<file path="src/sv/aic_pkg.sv">
package aic_pkg;

	// Field widths
	localparam int DATA_W = 32;
	localparam int BATT_W = 7;
	localparam int LVL_W  = 4;
	localparam int LED_W  = 3;
	localparam int STAT_W = 2;
	localparam int CNT_W  = 3;
	localparam int BLINK_W = 8;

	// Level and blink settings
	localparam int LEVEL_COUNT  = 10;
	localparam int BLINK_PERIOD = 20;
	localparam int MOD_W        = (BLINK_PERIOD > 2) ? $clog2(BLINK_PERIOD) : 1;
	localparam logic [LVL_W-1:0] LEVEL_TOP = LVL_W'(LEVEL_COUNT - 1);

	// Configuration register indexes and reset values
	localparam int CFG_IDX_W = 1;
	localparam logic [CFG_IDX_W-1:0] CFG_RATE_THR = 1'b0;
	localparam logic [CFG_IDX_W-1:0] CFG_DOSE_THR = 1'b1;
	localparam logic [DATA_W-1:0] THR_RESET = 32'd1000;

	// Battery level above which the pack counts as full
	localparam logic [BATT_W-1:0] BATT_FULL_PCT = 7'd99;

	// Charge status codes
	localparam logic [STAT_W-1:0] CHG_UNPLUGGED = 2'd0;
	localparam logic [STAT_W-1:0] CHG_CHARGING  = 2'd1;
	localparam logic [STAT_W-1:0] CHG_FULL      = 2'd2;

	// LED codes
	localparam logic [LED_W-1:0] LED_NONE   = 3'b000;
	localparam logic [LED_W-1:0] LED_IDLE   = 3'b001;
	localparam logic [LED_W-1:0] LED_CHARGE = 3'b010;
	localparam logic [LED_W-1:0] LED_ALARM  = 3'b100;

	// Beep on/off lengths per level; levels past nine reuse level nine
	localparam logic [CNT_W-1:0] ON_TABLE [16] = '{
		3'd0, 3'd1, 3'd1, 3'd1, 3'd1, 3'd1, 3'd2, 3'd3,
		3'd4, 3'd1, 3'd1, 3'd1, 3'd1, 3'd1, 3'd1, 3'd1
	};
	localparam logic [CNT_W-1:0] OFF_TABLE [16] = '{
		3'd1, 3'd5, 3'd4, 3'd3, 3'd2, 3'd1, 3'd1, 3'd1,
		3'd1, 3'd0, 3'd0, 3'd0, 3'd0, 3'd0, 3'd0, 3'd0
	};

	// Queue between classifier and sequencer
	localparam int Q_DEPTH = 2;
	localparam int QPTR_W  = (Q_DEPTH > 1) ? $clog2(Q_DEPTH) : 1;
	localparam int QCNT_W  = $clog2(Q_DEPTH + 1);

	// Classified tick handed to the back end
	typedef struct packed {
		logic [LVL_W-1:0] level;
		logic             plug;
		logic             batt_full;
		logic             busy;
	} aic_item_t;

	// Result word
	typedef struct packed {
		logic [LVL_W-1:0]  warn_level;
		logic              beep_on;
		logic [LED_W-1:0]  led_bits;
		logic              charge_enable;
		logic [STAT_W-1:0] charge_status;
	} aic_result_t;

	// Queue status seen by the front end
	typedef struct packed {
		logic full;
		logic empty;
	} aic_qstat_t;

endpackage

</file>
<file path="src/sv/aic_in_if.sv">
interface aic_in_if;
	import aic_pkg::*;

	logic              valid;
	logic              ready;
	logic [DATA_W-1:0] dose_rate;
	logic [DATA_W-1:0] total_dose;
	logic              plug_present;
	logic [BATT_W-1:0] battery_percent;
	logic              charger_busy;

	modport source (output valid, dose_rate, total_dose, plug_present, battery_percent,
		charger_busy, input ready);
	modport sink (input valid, dose_rate, total_dose, plug_present, battery_percent,
		charger_busy, output ready);
endinterface

</file>
<file path="src/sv/aic_out_if.sv">
interface aic_out_if;
	import aic_pkg::*;

	logic              valid;
	logic              ready;
	logic [LVL_W-1:0]  warn_level;
	logic              beep_on;
	logic [LED_W-1:0]  led_bits;
	logic              charge_enable;
	logic [STAT_W-1:0] charge_status;

	modport source (output valid, warn_level, beep_on, led_bits, charge_enable,
		charge_status, input ready);
	modport sink (input valid, warn_level, beep_on, led_bits, charge_enable,
		charge_status, output ready);
endinterface

</file>
<file path="src/sv/aic_cfg_if.sv">
interface aic_cfg_if;
	import aic_pkg::*;

	logic                 valid;
	logic                 ready;
	logic [CFG_IDX_W-1:0] addr;
	logic [DATA_W-1:0]    data;

	modport source (output valid, addr, data, input ready);
	modport sink (input valid, addr, data, output ready);
endinterface

</file>
<file path="src/sv/aic_front.sv">
module aic_front (
	input  logic               clk,
	input  logic               arst_n,
	aic_in_if.sink             in_ch,
	aic_cfg_if.sink            cfg,
	input  aic_pkg::aic_qstat_t qstat,
	output logic               push,
	output aic_pkg::aic_item_t push_item
);
	import aic_pkg::*;

	typedef enum logic [2:0] {
		F_IDLE = 3'b001,
		F_DIV  = 3'b010,
		F_PUSH = 3'b100
	} front_state_t;

	front_state_t      state_q;
	logic [DATA_W-1:0] rate_thr_q;
	logic [DATA_W-1:0] dose_thr_q;
	logic [DATA_W-1:0] rate_rem_q;
	logic [DATA_W-1:0] dose_rem_q;
	logic [LVL_W-1:0]  rate_lvl_q;
	logic [LVL_W-1:0]  dose_lvl_q;
	logic [LVL_W-1:0]  step_q;
	logic              plug_q;
	logic              batt_full_q;
	logic              busy_q;
	logic              accept;

	assign cfg.ready   = 1'b1;
	assign in_ch.ready = (state_q == F_IDLE);
	assign accept      = in_ch.valid && in_ch.ready;

	// Hold the level thresholds
	always_ff @(posedge clk or negedge arst_n) begin
		if (!arst_n) begin
			rate_thr_q <= THR_RESET;
			dose_thr_q <= THR_RESET;
		end else if (cfg.valid) begin
			if (cfg.addr == CFG_RATE_THR)
				rate_thr_q <= cfg.data;
			if (cfg.addr == CFG_DOSE_THR)
				dose_thr_q <= cfg.data;
		end
	end

	// Sequence accept, saturating divide, hand-off
	always_ff @(posedge clk or negedge arst_n) begin
		if (!arst_n) begin
			state_q <= F_IDLE;
			step_q  <= '0;
		end else begin
			case (state_q)
				F_IDLE: begin
					step_q <= '0;
					if (accept)
						state_q <= F_DIV;
				end
				F_DIV: begin
					step_q <= step_q + 1'b1;
					if (step_q == LEVEL_TOP - 1'b1)
						state_q <= F_PUSH;
				end
				F_PUSH: begin
					if (!qstat.full)
						state_q <= F_IDLE;
				end
				default: state_q <= F_IDLE;
			endcase
		end
	end

	// Subtract one threshold per cycle; a fixed count of steps caps the level
	always_ff @(posedge clk) begin
		if (accept) begin
			rate_rem_q  <= in_ch.dose_rate;
			dose_rem_q  <= in_ch.total_dose;
			rate_lvl_q  <= '0;
			dose_lvl_q  <= '0;
			plug_q      <= in_ch.plug_present;
			batt_full_q <= (in_ch.battery_percent > BATT_FULL_PCT);
			busy_q      <= in_ch.charger_busy;
		end else if (state_q == F_DIV) begin
			if (rate_rem_q >= rate_thr_q) begin
				rate_rem_q <= rate_rem_q - rate_thr_q;
				rate_lvl_q <= rate_lvl_q + 1'b1;
			end
			if (dose_rem_q >= dose_thr_q) begin
				dose_rem_q <= dose_rem_q - dose_thr_q;
				dose_lvl_q <= dose_lvl_q + 1'b1;
			end
		end
	end

	// Pick the larger level and push the classified word
	always_comb begin
		push                = (state_q == F_PUSH) && !qstat.full;
		push_item.level     = (rate_lvl_q > dose_lvl_q) ? rate_lvl_q : dose_lvl_q;
		push_item.plug      = plug_q;
		push_item.batt_full = batt_full_q;
		push_item.busy      = busy_q;
	end

endmodule

</file>
<file path="src/sv/aic_queue.sv">
module aic_queue (
	input  logic                clk,
	input  logic                arst_n,
	input  logic                push,
	input  aic_pkg::aic_item_t  push_item,
	input  logic                pop,
	output aic_pkg::aic_item_t  head,
	output aic_pkg::aic_qstat_t qstat
);
	import aic_pkg::*;

	aic_item_t         mem_q [Q_DEPTH];
	logic [QPTR_W-1:0] wr_ptr_q;
	logic [QPTR_W-1:0] rd_ptr_q;
	logic [QCNT_W-1:0] count_q;

	function automatic logic [QPTR_W-1:0] next_ptr(input logic [QPTR_W-1:0] p);
		next_ptr = (p == QPTR_W'(Q_DEPTH - 1)) ? '0 : p + 1'b1;
	endfunction

	assign qstat.full  = (count_q == QCNT_W'(Q_DEPTH));
	assign qstat.empty = (count_q == '0);
	assign head        = mem_q[rd_ptr_q];

	// Advance pointers and count
	always_ff @(posedge clk or negedge arst_n) begin
		if (!arst_n) begin
			wr_ptr_q <= '0;
			rd_ptr_q <= '0;
			count_q  <= '0;
		end else begin
			if (push)
				wr_ptr_q <= next_ptr(wr_ptr_q);
			if (pop)
				rd_ptr_q <= next_ptr(rd_ptr_q);
			if (push && !pop)
				count_q <= count_q + 1'b1;
			else if (pop && !push)
				count_q <= count_q - 1'b1;
		end
	end

	// Store entries
	always_ff @(posedge clk) begin
		if (push)
			mem_q[wr_ptr_q] <= push_item;
	end

endmodule

</file>
<file path="src/sv/aic_back.sv">
module aic_back (
	input  logic                clk,
	input  logic                arst_n,
	input  aic_pkg::aic_item_t  head,
	input  aic_pkg::aic_qstat_t qstat,
	output logic                pop,
	aic_out_if.source           out_ch
);
	import aic_pkg::*;

	typedef enum logic [2:0] {
		PH_RELOAD = 3'b001,
		PH_ON     = 3'b010,
		PH_OFF    = 3'b100
	} beep_phase_t;

	beep_phase_t       phase_q;
	logic [LVL_W-1:0]  last_level_q;
	logic [CNT_W-1:0]  on_left_q;
	logic [CNT_W-1:0]  off_left_q;
	logic [BLINK_W-1:0] blink_q;
	logic [MOD_W-1:0]  blink_mod_q;
	logic [STAT_W-1:0] mode_q;
	logic              out_valid_q;
	aic_result_t       res_q;

	beep_phase_t       phase_n;
	logic [CNT_W-1:0]  on_n;
	logic [CNT_W-1:0]  off_n;
	logic [BLINK_W-1:0] blink_n;
	logic [MOD_W-1:0]  blink_mod_n;
	logic              on_half;
	logic              beep;
	logic [LED_W-1:0]  leds;
	logic              enable;
	logic [STAT_W-1:0] mode_n;

	assign pop = !qstat.empty && (!out_valid_q || out_ch.ready);

	// Beep sequencer step
	always_comb begin
		phase_n = (head.level != last_level_q) ? PH_RELOAD : phase_q;
		on_n    = on_left_q;
		off_n   = off_left_q;
		beep    = 1'b0;
		if (phase_n == PH_RELOAD) begin
			on_n    = ON_TABLE[head.level];
			off_n   = OFF_TABLE[head.level];
			phase_n = PH_ON;
		end
		case (phase_n)
			PH_ON: begin
				if (on_n != '0) begin
					beep = 1'b1;
					on_n = on_n - 1'b1;
				end else begin
					phase_n = PH_OFF;
				end
			end
			PH_OFF: begin
				if (off_n != '0)
					off_n = off_n - 1'b1;
				else
					phase_n = PH_RELOAD;
			end
			default: beep = 1'b0;
		endcase
	end

	// Blink counter and its position in the blink period
	always_comb begin
		blink_n = blink_q + 1'b1;
		if (blink_n == '0)
			blink_mod_n = '0;
		else if (blink_mod_q == MOD_W'(BLINK_PERIOD - 1))
			blink_mod_n = '0;
		else
			blink_mod_n = blink_mod_q + 1'b1;
		on_half = (blink_mod_n < MOD_W'(BLINK_PERIOD / 2));
	end

	// LEDs from the charge state of the previous tick
	always_comb begin
		if (head.level != '0)
			leds = LED_ALARM;
		else if (mode_q == CHG_FULL)
			leds = LED_CHARGE;
		else if (mode_q == CHG_CHARGING)
			leds = on_half ? LED_CHARGE : LED_NONE;
		else
			leds = on_half ? LED_IDLE : LED_NONE;
	end

	// Charge state machine
	always_comb begin
		enable = 1'b0;
		if (!head.plug) begin
			mode_n = CHG_UNPLUGGED;
		end else if (head.batt_full) begin
			mode_n = CHG_FULL;
		end else if (head.busy) begin
			enable = 1'b1;
			mode_n = CHG_CHARGING;
		end else begin
			mode_n = CHG_FULL;
		end
	end

	// Commit state on each popped tick
	always_ff @(posedge clk or negedge arst_n) begin
		if (!arst_n) begin
			phase_q      <= PH_ON;
			last_level_q <= '0;
			on_left_q    <= '0;
			off_left_q   <= CNT_W'(1);
			blink_q      <= '0;
			blink_mod_q  <= '0;
			mode_q       <= CHG_UNPLUGGED;
			out_valid_q  <= 1'b0;
		end else begin
			if (pop) begin
				phase_q      <= phase_n;
				last_level_q <= head.level;
				on_left_q    <= on_n;
				off_left_q   <= off_n;
				blink_q      <= blink_n;
				blink_mod_q  <= blink_mod_n;
				mode_q       <= mode_n;
				out_valid_q  <= 1'b1;
			end else if (out_ch.ready) begin
				out_valid_q <= 1'b0;
			end
		end
	end

	// Hold the result word until taken
	always_ff @(posedge clk) begin
		if (pop) begin
			res_q.warn_level    <= head.level;
			res_q.beep_on       <= beep;
			res_q.led_bits      <= leds;
			res_q.charge_enable <= enable;
			res_q.charge_status <= mode_n;
		end
	end

	assign out_ch.valid         = out_valid_q;
	assign out_ch.warn_level    = res_q.warn_level;
	assign out_ch.beep_on       = res_q.beep_on;
	assign out_ch.led_bits      = res_q.led_bits;
	assign out_ch.charge_enable = res_q.charge_enable;
	assign out_ch.charge_status = res_q.charge_status;

endmodule

</file>
<file path="src/sv/alarm_indicator_controller.sv">
// Alarm indicator controller: turns one status tick into buzzer, LED and
// charger drive.
// in_ch: one word per tick with dose rate, total dose and charger inputs.
// cfg: register writes, addr 0 is the rate threshold, addr 1 the dose
// threshold; always ready, to be written only while no tick is in flight.
// out_ch: one result word per tick, in tick order.
// The front end takes a tick, then runs the saturating divide of both
// readings by their thresholds, one subtract per cycle over nine steps,
// then pushes the word into the queue; in_ch is ready only while the
// front end is idle, so no new tick is taken until that push. A
// two-entry queue feeds the sequencer, which forms the result
// combinationally into an output register.
// When out_ch stalls, the result register holds, the queue fills, and
// then the front end waits to push, keeping in_ch not ready.
// Reset sets both thresholds to 1000, clears the queue, the blink counter
// and the charge state, and starts the beep sequencer in its on phase.
module alarm_indicator_controller (
	input  logic      clk,
	input  logic      arst_n,
	aic_in_if.sink    in_ch,
	aic_cfg_if.sink   cfg,
	aic_out_if.source out_ch
);
	import aic_pkg::*;

	aic_item_t  push_item;
	aic_item_t  head;
	aic_qstat_t qstat;
	logic       push;
	logic       pop;

	aic_front u_front (
		.clk       (clk),
		.arst_n    (arst_n),
		.in_ch     (in_ch),
		.cfg       (cfg),
		.qstat     (qstat),
		.push      (push),
		.push_item (push_item)
	);

	aic_queue u_queue (
		.clk       (clk),
		.arst_n    (arst_n),
		.push      (push),
		.push_item (push_item),
		.pop       (pop),
		.head      (head),
		.qstat     (qstat)
	);

	aic_back u_back (
		.clk    (clk),
		.arst_n (arst_n),
		.head   (head),
		.qstat  (qstat),
		.pop    (pop),
		.out_ch (out_ch)
	);

endmodule

</file>
<file path="src/flat_wrapper.sv">
// flat-port wrapper written by rule: the top's interface ports become plain ports
module alarm_indicator_controller_flat import aic_pkg::*;
  (clk, arst_n, in_ch_valid, in_ch_dose_rate, in_ch_total_dose, in_ch_plug_present, in_ch_battery_percent, in_ch_charger_busy, in_ch_ready, cfg_valid, cfg_addr, cfg_data, cfg_ready, out_ch_valid, out_ch_warn_level, out_ch_beep_on, out_ch_led_bits, out_ch_charge_enable, out_ch_charge_status, out_ch_ready);
  aic_in_if in_ch_i ();
  aic_cfg_if cfg_i ();
  aic_out_if out_ch_i ();
  input  logic clk;
  input  logic arst_n;
  input wire logic [$bits(in_ch_i.valid)-1:0] in_ch_valid;
  input wire logic [$bits(in_ch_i.dose_rate)-1:0] in_ch_dose_rate;
  input wire logic [$bits(in_ch_i.total_dose)-1:0] in_ch_total_dose;
  input wire logic [$bits(in_ch_i.plug_present)-1:0] in_ch_plug_present;
  input wire logic [$bits(in_ch_i.battery_percent)-1:0] in_ch_battery_percent;
  input wire logic [$bits(in_ch_i.charger_busy)-1:0] in_ch_charger_busy;
  output wire logic [$bits(in_ch_i.ready)-1:0] in_ch_ready;
  input wire logic [$bits(cfg_i.valid)-1:0] cfg_valid;
  input wire logic [$bits(cfg_i.addr)-1:0] cfg_addr;
  input wire logic [$bits(cfg_i.data)-1:0] cfg_data;
  output wire logic [$bits(cfg_i.ready)-1:0] cfg_ready;
  output wire logic [$bits(out_ch_i.valid)-1:0] out_ch_valid;
  output wire logic [$bits(out_ch_i.warn_level)-1:0] out_ch_warn_level;
  output wire logic [$bits(out_ch_i.beep_on)-1:0] out_ch_beep_on;
  output wire logic [$bits(out_ch_i.led_bits)-1:0] out_ch_led_bits;
  output wire logic [$bits(out_ch_i.charge_enable)-1:0] out_ch_charge_enable;
  output wire logic [$bits(out_ch_i.charge_status)-1:0] out_ch_charge_status;
  input wire logic [$bits(out_ch_i.ready)-1:0] out_ch_ready;
  assign in_ch_i.valid = in_ch_valid;
  assign in_ch_i.dose_rate = in_ch_dose_rate;
  assign in_ch_i.total_dose = in_ch_total_dose;
  assign in_ch_i.plug_present = in_ch_plug_present;
  assign in_ch_i.battery_percent = in_ch_battery_percent;
  assign in_ch_i.charger_busy = in_ch_charger_busy;
  assign in_ch_ready = in_ch_i.ready;
  assign cfg_i.valid = cfg_valid;
  assign cfg_i.addr = cfg_addr;
  assign cfg_i.data = cfg_data;
  assign cfg_ready = cfg_i.ready;
  assign out_ch_valid = out_ch_i.valid;
  assign out_ch_warn_level = out_ch_i.warn_level;
  assign out_ch_beep_on = out_ch_i.beep_on;
  assign out_ch_led_bits = out_ch_i.led_bits;
  assign out_ch_charge_enable = out_ch_i.charge_enable;
  assign out_ch_charge_status = out_ch_i.charge_status;
  assign out_ch_i.ready = out_ch_ready;
  alarm_indicator_controller u_core (.clk(clk), .arst_n(arst_n), .in_ch(in_ch_i), .cfg(cfg_i), .out_ch(out_ch_i));
endmodule
</file>
<file path="config.mk">
export PLATFORM = sky130hd
export DESIGN_NAME = alarm_indicator_controller_flat
export DESIGN_NICKNAME = d
export VERILOG_FILES = /design/src/sv/aic_pkg.sv /design/src/sv/aic_in_if.sv /design/src/sv/aic_out_if.sv /design/src/sv/aic_cfg_if.sv /design/src/sv/aic_front.sv /design/src/sv/aic_queue.sv /design/src/sv/aic_back.sv /design/src/sv/alarm_indicator_controller.sv /design/src/flat_wrapper.sv
export SDC_FILE = /design/constraint.sdc
export NUM_CORES = 1
export LEC_CHECK = 0
export ABC_AREA = 1
export BUFFER_PORTS_ARGS = -buffer_cell sky130_fd_sc_hd__buf_4
export CAP_MARGIN = 20
export CORE_MARGIN = 4
export CORE_UTILIZATION = 65
export CTS_BUF_LIST = sky130_fd_sc_hd__clkbuf_8 sky130_fd_sc_hd__clkbuf_16
export CTS_CLUSTER_SIZE = 40
export DETAILED_ROUTE_END_ITERATION = 16
export PLACE_DENSITY = 0.9
export SKIP_CTS_REPAIR_TIMING = 1
export SLEW_MARGIN = 25
export SYNTH_ARGS = -nofsm -noshare
export SYNTH_HDL_FRONTEND = slang
export SYNTH_HIERARCHICAL = 1
export SYNTH_SLANG_ARGS = --single-unit
</file>
<file path="constraint.sdc">
create_clock -name clk -period 4.6 [get_ports clk]
set_input_delay 0.92 -clock clk [delete_from_list [all_inputs] [get_ports clk]]
set_output_delay 0.92 -clock clk [all_outputs]
set_load 0.01 [all_outputs]
</file>
==> metrics.txt <==
IO Pins 125; area of the multi-input gates 6860 um^2; CTS tree done; origin of the critical flop-to-flop path u_core/u_queue/rd_ptr_q; synthesis-stage register bit count 204; slowest stage cell, crit path dfrtp_1; Total Die Area 23,700 um^2; Mapped Area 13,800 um^2; die height 154 um; Maximum Capacitance Violations 0; CP max stage delay 620 ps; Iter 0 DRT Violations 1,020; hold path startpoint u_core/u_front/busy_q; Async S/R FF share, synth 0.510; Initial Util 0.660; first-pass GRT wire length 57.9 mm; Slew HR 0.380; mux cell area share after synthesis 0.00833; Worst R2R Setup Slack 1430 ps; P&R area growth vs syn 13.6%; leakage 8.20 nW; Seq/Total Area, Yosys 0.401; Num CTS Buffers 24; vias in the first global route 12,174; largest net degree at the start of global routing 75; highest routed layer met4; initial antenna violation count 0; routability cong. 0.952; top cell type's share of synthesized area 0.200; simple-gate share of the synthesized area 0.294; Top delay family on crit path simple AND/OR/NAND/NOR gates; IR drop worst, VDD 0.000424 V; CTS root buf clkbuf_16; actual slew at the worst max-slew pin 931 ps; global route overflow 0; Syn. warnings 6; remaining antenna violation count 0; # H-tree levels 1; CTS max path bufs 3; largest family of logic cells by synthesized area simple AND/OR/NAND/NOR gates; endpoints failing hold 0; Yosys top cell by area edfxtp_1; r2r worst-path depth 16; hold depth 0; register area 5540 um^2; post-synthesis xor/xnor area fraction 0.0114; Buf+Inv Stages, Crit Path 2; met2 wire len 17.8 mm; HP Class reg -> reg; Worst Path Arrival 3560 ps; # diodes 0; DR vias 12,748; final setup fails 0; clk_lat worst skew 510 ps; port bufs 121; Total Routed Length 35.9 mm; Vias/cell 5.49; Synth Area in Adders 0.0808; number of flops mapped to enable cells by yosys 92; commonest cells after routing, fill and taps aside nand2_1 (646), inv_1 (319), buf_4 (129), o21ai_0 (127), nor2_1 (121); clock skew 9.87 ps; crit end category register; syn nets 2,110; Max Fanout on Critical Path 11; share of layout cells above drive strength 1 0.124; nets 2,226; routed wl met3 2.36 mm; RSZ-0062 raised after global routing false; worst r2r dst u_core/u_back/off_left_q[1]; die width 154 um; Power Density 724 nW/um^2; DR WL/cell 15.5 um; crit path cell chain mux2_4 > nand2_1 > nand2_1 > nor2_4 > nand3_1 > nand2_2 > nand2_1 > o21ai_2 > inv_1 > ha_1 > ha_1 > nand3b_1 > inv_1 > nand2_1 > nand2_1 > o21ai_1; CP Launch Type register; f_max 316 MHz; PnR worst setup slack 1430 ps; dpl hpwl 26.9 mm; core area 21,000 um^2; # fillers 1,564; total global-route track usage 0.297; CP Class reg -> reg; Pins Over Slew Limit 0; Final Critical Period 3170 ps; clk sinks 204; dpl ws 1500 ps; crit-path most repeated cell nand2_1; Hold Crit Endpoint u_core/u_queue/mem_q[0][0]; Yosys cell types 53; Rows 53; setup TNS 0 ps; Post-Syn Instances 1,911; Req. time, crit path 5000 ps; DRC violations left 0; top post-synthesis cells by area edfxtp_1 (20%), nand2_1 (18%), dfrtp_1 (16%); M1 WL 14.5 mm; ys flop type edfxtp_1; status finished, final reports clean; dpl cell area 14,900 um^2; Final period util 0.688; Worst path depth 16; Design Area, Final 15,700 um^2; DR pass1 iterations 8; most common cell after layout, fill and taps aside nand2_1; Worst-path clk slew 60 ps; syn_area_per_cell 7.23 um^2; compound-gate portion of the synthesized area 0.0995
## worst reg2reg max path, stage by stage (launching register included)
cell and delay [ps]:
dfrtp_1 620, mux2_4 390, nand2_1 90, nand2_1 90, nor2_4 190, nand3_1 150, nand2_2 310, nand2_1 140
o21ai_2 100, inv_1 60, ha_1 200, ha_1 210, nand3b_1 190, inv_1 130, nand2_1 60, nand2_1 60
o21ai_1 70
## area by class of cell
type,count,area share
clock buffers,27,0.0423
clock inverters,17,0.00566
inverters,326,0.0781
multi-input cells,1342,0.437
flip-flops and latches,204,0.353
well taps,275,0.0219
repair buffers,129,0.0617
## sequential cells by signal (all words and copies together) (netlist names), 4 cells and up
register / count
u_core/u_back/out_ch.warn_level: 4
u_core/u_back/blink_q: 8
u_core/u_front/rate_thr_q: 32
u_core/u_front/rate_rem_q: 32
u_core/u_back/last_level_q: 4
u_core/u_front/rate_lvl_q: 4
u_core/u_back/blink_mod_q: 5
u_core/u_queue/mem_q: 14
u_core/u_front/dose_rem_q: 32
u_core/u_front/step_q: 4
u_core/u_front/dose_thr_q: 32
u_core/u_front/dose_lvl_q: 4
## synth_stat cells, types with 2 or more instances
cell	n
nor3_1	9
dfstp_2	15
and2_1	2
and2_4	2
edfxtp_1	92
buf_2	14
a21oi_1	93
fa_1	2
clkbuf_1	17
o21ai_1	4
xnor2_1	14
or2_1	3
nor2_2	2
nand2_1	648
buf_4	5
mux2_4	7
inv_2	9
or2_0	3
or2_2	12
o21ai_2	5
a21o_1	4
nor2_4	5
o21bai_1	8
nand2_4	3
xor2_1	4
inv_1	316
ha_1	86
dfxtp_1	8
nand3b_1	16
nand3_1	110
nor2_1	121
nor3_2	2
a31oi_1	8
dfrtp_1	89
nand2_2	21
nand4_1	8
o21ai_0	127
buf_6	2
## stage by stage
step	instances	hold slack (ps)	power, mW	util
final	2320	457	11.4	0.749
after global routing	2320	475	12.3	0.749
after CTS	2320	461	11.3	0.749
after detailed placement	2276	448	9.40	0.713
after global placement	2276	427	9.11	0.713
after floorplan	1911	441	7.86	-
## cell families after synthesis
group | after synthesis
multiplexers | 8
AO/OA/AOI/OAI | 257
AND/OR/NAND/NOR | 970
adder cells (fa/ha/maj) | 88
XOR/XNOR | 18
other | 1
buffers and inverters | 365
flip-flops | 204
## how the worst max path moves through the flow
stage / from / end
after global routing: u_core/u_queue/rd_ptr_q / u_core/u_back/off_left_q[1]
after floorplan: u_core/u_front/rate_thr_q[5] / u_core/u_front/rate_rem_q[0]
final: u_core/u_queue/rd_ptr_q / u_core/u_back/off_left_q[1]
after CTS: u_core/u_queue/rd_ptr_q / u_core/u_back/off_left_q[1]
after global placement: u_core/u_queue/rd_ptr_q / u_core/u_back/off_left_q[1]
after detailed placement: u_core/u_queue/rd_ptr_q / u_core/u_back/off_left_q[1]
## per-layer routing
metal | track usage | vias up
met3 | 0.0310 | 98
met2 | 0.525 | 528
met5 | 0 | -
li1 | - | 6299
met1 | 0.382 | 5823
met4 | 0.103 | 0
## report_power, final
group          switching [mW]  internal, mW
clock network           0.760          1.04
logic                    4.15          2.21
registers               0.354          2.86
No activity file was read; power rests on OpenSTA's default activity.
